$ cat src/rtl/t9kp_ram.sv
`timescale 1ns / 1ps
`default_nettype none
// ----------------------------------------------------------------------------
// t9kp_ram
// simple dual port ram, one write port, one registered read port
// ----------------------------------------------------------------------------
module t9kp_ram #(
   parameter int WIDTH = 8,
   parameter int DEPTH = 16
) (
   input  wire logic                                     clock,
   input  wire logic                                     wr_en,
   input  wire logic [((DEPTH > 1) ? $clog2(DEPTH) : 1)-1:0] wr_addr,
   input  wire logic [WIDTH-1:0]                         wr_data,
   input  wire logic [((DEPTH > 1) ? $clog2(DEPTH) : 1)-1:0] rd_addr,
   output logic      [WIDTH-1:0]                         rd_data
);
   logic [WIDTH-1:0] mem [DEPTH];

   always_ff @(posedge clock) begin
      if (wr_en) begin
         mem[wr_addr] <= wr_data;
      end
      rd_data <= mem[rd_addr];
   end
endmodule
`default_nettype wire

$ cat config.mk
export PLATFORM = sky130hd
export DESIGN_NAME = t9kp_ram
export DESIGN_NICKNAME = d
export VERILOG_FILES = /design/src/rtl/t9kp_ram.sv
export SDC_FILE = /design/constraint.sdc
export NUM_CORES = 1
export LEC_CHECK = 0
export BUFFER_PORTS_ARGS = -buffer_cell sky130_fd_sc_hd__buf_4
export CAP_MARGIN = 10
export CELL_PAD_IN_SITES_DETAIL_PLACEMENT = 2
export CELL_PAD_IN_SITES_GLOBAL_PLACEMENT = 2
export CORE_UTILIZATION = 45
export CTS_CLUSTER_SIZE = 30
export DETAILED_ROUTE_END_ITERATION = 7
export PLACE_DENSITY = 0.82
export SLEW_MARGIN = 0
export SYNTH_ARGS = -nofsm -noshare
export SYNTH_HDL_FRONTEND = slang
export SYNTH_SLANG_ARGS = --single-unit
export TNS_END_PERCENT = 100
$ cat constraint.sdc
create_clock -name clock -period 3 [get_ports clock]
set_input_delay 0 -clock clock [delete_from_list [all_inputs] [get_ports clock]]
set_output_delay 0 -clock clock [all_outputs]
set_load 0.03 [all_outputs]
==> results.py <==
metrics = {
    "detailed_routing": {
        "wire_per_inst_um": 29.9,
        "via_per_inst": 5.89,
        "wl_mm": 12.8,
        "postRouteAntennaNets": 0,
        "dr_total_vias": 2522,
        "drtPass1Iterations": 4,
        "drc": 0,
        "drtIter0Drc": 217,
    },
    "power": {
        "leakage_uw": 0.00204,
        "vdd_drop_max_mv": 0.407,
        "p_seq_share_pct": 48.7,
        "p_int_uw": 3380,
        "p_sw_uw": 1030,
        "p_clk_share_pct": 45.9,
        "swShare_pct": 23.3,
        "power.share.combinational_pct": 5.4,
        "power_density_nw_per_um2": 722,
    },
    "die": {
        "die_h_um": 109,
        "ioPinCount": 26,
        "floorplan.initialDensity_pct": 46.9,
        "die_x_um": 109,
        "rows": 38,
        "die_area_um2": 11900,
        "core_area_um2": 11000,
    },
    "cells_and_area": {
        "stdcell_count": 428,
        "diodes": 0,
        "finish.utilization_pct": 55.5,
        "syn2layout_area_growth_pct": 18.5,
        "nets": 293,
        "fillers": 913,
        "final_layout_size_suffix_gt1_share_pct": 27.4,
    },
    "timing": {
        "tns_ns": 0,
        "max_freq_ghz": 0.692,
        "max_slew.worst_pin.slew_ns": 1.12,
        "period_minus_slack_ns": 1.44,
        "skew_ns": 0.0100,
        "hold_ws_ns": 0.105,
        "finalCritPeriodShare_pct": 48.2,
        "final-setup-viol-count": 0,
        "rsz0062_at_grt": "no",
        "setup_slack_ns": 1.56,
        "max_slew_margin_pct": 25.3,
        "drv_slew": 0,
        "finalHoldViolCount": 0,
    },
    "worst_setup_path": {
        "end_kind": "flop",
        "start_kind": "flop",
        "critPathKind": "reg2reg",
        "crit_required_ns": 3.29,
        "worstPathArrival_ns": 1.74,
        "critPathMaxFanout": 1,
    },
    "place": {
        "dpl.hpwl_mm": 7.63,
        "pre_cts_slack_ns": 1.26,
        "gp_congestion": 0.693,
        "placedCellCount": 388,
        "io_buffers": 25,
    },
    "yosys": {
        "syn_nets": 247,
        "synth.area.top_cells": "edfxtp_1 75%, mux4_2 7.9%, mux4_1 7.1%, dfxtp_1 3.1%, a22oi_1 2.3%",
        "synthesis.instances": 229,
        "synth_seq_area_share_pct": 77.8,
        "ys_warn_count": 0,
        "synth_seq_cells": 136,
        "synth.distinct_cells": 19,
        "synth_top_area_share_pct": 74.7,
        "avgSynthCellArea_um2": 22.5,
        "yosys.area.top_type": "edfxtp_1",
        "syn_area_um2": 5150,
    },
    "hold_path": {
        "worstHoldPathType": "in2reg",
    },
    "flow_run": {
        "cap_violations": 0,
    },
    "cts": {
        "cts_tree": "built",
        "cts_resized": 0,
        "clockBufferDepth": 2,
        "clk_latency_ns": 0.41,
        "htree_levels": 4,
        "cts_inserted_buffers": 17,
        "cts_sinks": 136,
        "clk_pin_slew_ns": 0.07,
        "cts_root_buffer": "clkbuf_16",
    },
    "grt": {
        "grtUsageTotal_pct": 23.8,
        "antenna_found_initial": 0,
        "grt_max_degree": 33,
        "grt_pass1_vias": 2677,
        "grt_pass1_wl_mm": 18.6,
        "grt_overflow_total": 0,
    },
    "status": {
        "status": "complete, no violations",
    },
}
[routing by layer]
metal	vias up	GRT usage, %	wire length, um
met5	-	0	0
met4	0	8.88	181
met3	13	4.54	578
met2	89	37.8	6530
met1	1347	32.8	5510
li1	1073	-	-
[critical path: stages, from the launching register on]
cell and delay, ns:
edfxtp_1 0.41, mux4_1 0.53, a22oi_1 0.28, nand2_1 0.10
[worst paths after layout]
kind | to | from | slack [ns] | depth (start not counted)
max reg2reg | rd_data[3] | mem[2][3] | 1.56 | 3
min reg2reg | rd_data[4] | mem[9][4] | 0.71 | 3
max | rd_data[3] | mem[2][3] | 1.56 | 3
min | mem[8][1] | wr_addr[0] | 0.10 | 3
[synthesized netlist by cell type, drive strengths merged]
cell type,instances
nor2,13
nand2b,2
and2b,1
dfxtp,8
and2,1
buf,7
nand2,9
nand3,1
mux4,32
nand3b,2
a22oi,16
or3b,1
clkdlybuf4s25,3
edfxtp,128
nor3,4
nor2b,1
[power groups by stage]
stage | combinational (uW) | clock, uW | sequential [uW]
after detailed placement | 230 | 0 | 2180
final | 238 | 2020 | 2140
after CTS | 242 | 2050 | 2140
after global placement | 217 | 0 | 2180
after floorplan | 108 | 0 | 2200
after global routing | 254 | 2110 | 2150
[final cells by class]
type | instances | area, um2 | share of cell area (%)
Sequential cell | 136 | 4000 | 65.6
Multi-Input combinational cell | 83 | 1060 | 17.3
Clock buffer | 17 | 425 | 6.97
Timing Repair Buffer | 37 | 298 | 4.88
Tap cell | 140 | 175 | 2.87
Clock inverter | 15 | 140 | 2.30
[what timing repair did]
item | in CTS | in global routing
setup buffers | 0 | 0
hold buffers | 8 | 0
hold endpoints to repair | 128 | 0
[sequential cells by signal (all words and copies together), names as in the netlist]
name and cells:
mem 128, rd_data 8
[cell families (layout without fill, tap and decap cells)]
family | count (synthesis) | count (layout) | share of synthesized area [%]
buffers and inverters | 10 | 69 | 1.68
AO/OA/AOI/OAI | 16 | 16 | 2.33
multiplexers | 32 | 32 | 15.0
AND/OR/NAND/NOR | 35 | 35 | 3.18
flip-flops | 136 | 136 | 77.8
[stage by stage]
stage	instance area, um2	total power (uW)
after floorplan	5150	2310
after global routing	6100	4510
final	6100	4400
after detailed placement	5450	2410
after CTS	6100	4440
after global placement	5450	2390
[cells in the final DEF (no fill, tap or decap)]
master           n
a22oi_1         16
and2_1           1
and2b_1          1
buf_4           29
bufinv_16        1
clkbuf_16       17
clkinv_1         1
clkinv_2         1
clkinv_4         3
clkinvlp_4       3
dfxtp_1          8
dlygate4sd3_1    8
edfxtp_1       128
inv_6            6
mux4_1          14
mux4_2          18
nand2_1          9
nand2b_1         2
nand3_1          1
nand3b_1         2
nor2_1          13
nor2b_1          1
nor3_1           4
or3b_2           1
(Power assumes the default switching activity.)
