`src/rtl/t9kp_pkg.sv`:
```
`timescale 1ns / 1ps
`default_nettype none
// ----------------------------------------------------------------------------
// t9kp_pkg
// shared types, key codes and letter tables of the t9 keypad word predictor
// ----------------------------------------------------------------------------
package t9kp_pkg;

   localparam logic [1:0] MODE_LOAD  = 2'd0;
   localparam logic [1:0] MODE_KEY   = 2'd1;
   localparam logic [1:0] MODE_FLUSH = 2'd2;

   localparam logic [7:0] CH_ONE   = 8'h31;
   localparam logic [7:0] CH_TWO   = 8'h32;
   localparam logic [7:0] CH_NINE  = 8'h39;
   localparam logic [7:0] CH_STAR  = 8'h2A;
   localparam logic [7:0] CH_SPACE = 8'h20;
   localparam logic [7:0] CH_PERIOD = 8'h2E;
   localparam logic [7:0] CH_COMMA  = 8'h2C;
   localparam logic [7:0] CH_QUEST  = 8'h3F;

   localparam logic [15:0] FREQ_MAX = 16'hFFFF;
   localparam logic [4:0]  CODE_SAT = 5'd31;

   // decoded key press
   typedef struct packed {
      logic       is_digit;
      logic       is_one;
      logic       is_space;
      logic       is_star;
      logic [2:0] key;
   } key_dec_type;

   // letters of keys 2..9: first letter and letter count
   function automatic logic letter_on_key(input logic [7:0] letter, input logic [2:0] key);
      logic [7:0] first;
      logic [7:0] count;
      begin
         first = 8'h61;
         count = 8'd3;
         case (key)
            3'd0: first = 8'h61;
            3'd1: first = 8'h64;
            3'd2: first = 8'h67;
            3'd3: first = 8'h6A;
            3'd4: first = 8'h6D;
            3'd5: begin
               first = 8'h70;
               count = 8'd4;
            end
            3'd6: first = 8'h74;
            default: begin
               first = 8'h77;
               count = 8'd4;
            end
         endcase
         letter_on_key = (letter >= first) && (letter < first + count);
      end
   endfunction

   function automatic logic [7:0] mark_char(input logic [1:0] idx);
      logic [7:0] c;
      begin
         case (idx)
            2'd1: c = CH_COMMA;
            2'd2: c = CH_QUEST;
            default: c = CH_PERIOD;
         endcase
         mark_char = c;
      end
   endfunction

endpackage
`default_nettype wire

```
`src/rtl/t9kp_key_decode.sv`:
```
`timescale 1ns / 1ps
`default_nettype none
// ----------------------------------------------------------------------------
// t9kp_key_decode
// classifies a key press symbol and maps digits 2..9 to a key index
// ----------------------------------------------------------------------------
module t9kp_key_decode (
   input  wire logic [7:0]           symbol,
   output t9kp_pkg::key_dec_type     dec
);
   import t9kp_pkg::*;

   logic [7:0] offset;

   assign offset       = symbol - CH_TWO;
   assign dec.is_digit = (symbol >= CH_TWO) && (symbol <= CH_NINE);
   assign dec.is_one   = (symbol == CH_ONE);
   assign dec.is_space = (symbol == CH_SPACE);
   assign dec.is_star  = (symbol == CH_STAR);
   assign dec.key      = offset[2:0];
endmodule
`default_nettype wire

```
`config.mk`:
```
export PLATFORM = sky130hd
export DESIGN_NAME = t9kp_key_decode
export DESIGN_NICKNAME = d
export VERILOG_FILES = /design/src/rtl/t9kp_pkg.sv /design/src/rtl/t9kp_key_decode.sv
export SDC_FILE = /design/constraint.sdc
export NUM_CORES = 1
export LEC_CHECK = 0
export ABC_AREA = 1
export BUFFER_PORTS_ARGS = -buffer_cell sky130_fd_sc_hd__buf_2
export CAP_MARGIN = 30
export CORE_AREA = 2 2 39 41
export DETAILED_ROUTE_END_ITERATION = 10
export DIE_AREA = 0 0 41 43
export GPL_ROUTABILITY_DRIVEN = 0
export PLACE_DENSITY_LB_ADDON = 0.25
export SETUP_SLACK_MARGIN = 0.3
export SYNTH_ARGS = -nofsm -noshare
export SYNTH_HDL_FRONTEND = slang
export SYNTH_SLANG_ARGS = --single-unit
```
`constraint.sdc`:
```
create_clock -name vclk -period 0.9
set_input_delay 0.045 -clock vclk [all_inputs]
set_output_delay 0.045 -clock vclk [all_outputs]
set_load 0.05 [all_outputs]
```
==> metrics.txt <==
status=finished, final reports clean; core box area=1380 um2; met3 GRT Util=under 10%; pwr/cell area=around 450 nW/um2; combinational family with the most area after synthesis=simple AND/OR/NAND/NOR gates; Hold WC Path Type=in -> out; final instance area=~480 um2; Setup-failing EPs final=0; switching share of power=between 50% and 60%; Switching Power=about 110 uW; top-count cell post-synth=nand2_1; Lkg Pwr=0.200 nW; hold_sp=symbol[1]; drt via density=about 3.7; slew of the pin with the lowest slew margin=approximately 0.25 ns; I/O pin count=15; register area share after synthesis=0%; Simple-Gate Fraction of Synth Area=72.6%; top cells by area, synth=nand2_1 18%, nand3_1 14%, nor3_4 11%; vias in the first global route=around 200; placed cells=60; WS Path Type=in -> out; largest net degree at the start of global routing=6; antenna violations before repair=0; post-detail-place hpwl=approximately 460 um; die area=1760 um2; Yosys cell types=12; Total Routing Usage GR=6.61%; area delta synth->final=225%; Hold Path Sink=dec[1]; site row count=14; ANT nets after route=0; Layout Nets=55; Gate power share=100.0%; XOR/XNOR share of the synthesized area=under 10%; routed via count=approximately 230; Initial DRC Count=0; ant diodes=0; fin crit period=between 0.8 and 0.9 ns; setup ws final=0.0912 ns; Ys Warns=0; fraction of layout cells with a size suffix above 1=between 80% and 90%; Adder-Cell Fraction of Synth Area=0%; sequential power share=0%; die height=43 um; clkbuf count=0; period utilisation layout=89.9%; Netlist Area Pre-Place=146 um2; drt drc=0; busiest grt layer=met1; fin cells=between 60 and 70; total congestion overflow=0; RSZ-0062 raised after global routing=true; Initial Util=10.6%; area leader, netlist=nand2_1; hold_buf cts=0; Fmax achieved=~1200 MHz; register area=0 um2; Detailed Routing Iterations Pass 1=1; hold path cells=3; met1 GRT Util=between 10% and 20%; CP arrival=~0.76 ns; post-synthesis net count=34; seq_cells=0; Final Max Tran Viols=0; crit-path cells=buf_8 > nor2_4 > nand3_4 > nor3b_4 > buf_6; crit end category=output port; CP bufs+invs=2; Crit path max-delay family=simple AND/OR/NAND/NOR gates; Die W=a little over 40 um; worst stage delay on the critical path=around 0.2 ns; Mapped Cells=26; area post-placement=339 um2; Compound-Gate Fraction of Synth Area=5.98%; WP data required=roughly 0.85 ns; Synth top area share=17.9%; met2 usage in global routing=approximately 9.7%; Slew HR=a little over four fifths; Worst Setup Start Kind=input port; Crit-path slowest cell=nor3b_4; Internal Power=102 uW; wire per inst=8.67 um; final hold vios=0; crit-path max FO=2; syn avg cell area=5.63 um2; clock share of power=0%; DP Worst Slack=-0.0283 ns; commonest cells in the netlist=7 x nand2_1, 4 x nand3_1, 4 x nor2_1; post-synthesis mux area share=0%; Total Routed Length=roughly 530 um; Peak VDD IR=0.174 mV; first-pass GRT wire length=855 um; setup_tns=0 ns; I/O Buffers=15; total of max-cap violations=0
cells in the final DEF, fill, tap and decap left out:
cell and count:
buf_12 1, xnor2_4 1, nand2_1 4, nand3_4 1, nor3b_4 1, buf_8 5
nor3_4 2, clkbuf_4 1, buf_6 6, inv_1 1, nand3_2 2, nor2_4 3
nand3_1 1, inv_6 2, inv_2 1, nor2_2 2, nand2_2 3, a21oi_4 1
buf_2 4, buf_4 3
layout make-up:
type	instances	area, um2
repair buffers	20	213
multi-input cells	21	218
inverters	4	25.0
fillers	141	908
well taps	16	20.0
power by group through the flow:
stage	sequential, mW	clock, mW	combinational, mW
6_report	0	0	0.214
5_1_grt	0	0	0.229
4_1_cts	0	0	0.194
3_5_place_dp	0	0	0.157
3_3_place_gp	0	0	0.158
2_1_floorplan	0	0	0.0955
through the flow:
stage	util, %	hold WS [ns]	power (mW)
2_1_floorplan	-	0.134	0.0955
3_3_place_gp	24.5	0.500	0.158
3_5_place_dp	24.5	0.507	0.157
4_1_cts	31.2	0.418	0.194
5_1_grt	34.4	0.427	0.229
6_report	34.4	0.417	0.214
worst max path at each step:
stage	startpoint	end	slack, ns	depth (start not counted)
after global placement	symbol[7]	dec[5]	-0.03	5
after global routing	symbol[7]	dec[6]	0.03	5
final	symbol[7]	dec[4]	0.09	5
after CTS	symbol[6]	dec[4]	0.06	5
after detailed placement	symbol[7]	dec[5]	-0.03	5
after floorplan	symbol[2]	dec[4]	0.1	3
what timing repair did:
action / CTS / global route
setup buffers: 0 / 1
setup endpoints to repair: 5 / 6
pin swaps: 7 / 5
gates resized for setup: 27 / 9
kinds of logic (layout without fill, tap and decap cells):
kind of cell	count (synthesis)	in the layout
and+or+nand+nor	19	19
xor gates and xnor gates	1	1
buffers and inverters	5	24
AOI/OAI and AO/OA	1	1
tightest hold or removal path: cells and delay by family:
kind / cells / cell delay, ns
buffers and inverters: 3 / 0.33
per-layer routing:
| metal | share of wire, % | up-vias | wire, um |
|---|---|---|---|
| li1 | - | 121 | - |
| met1 | 41 | 93 | 217 |
| met2 | 46 | 14 | 243 |
| met3 | 13 | 0 | 69 |
| met4 | 0 | 0 | 0 |
| met5 | 0 | - | 0 |
(Power assumes the default switching activity.)
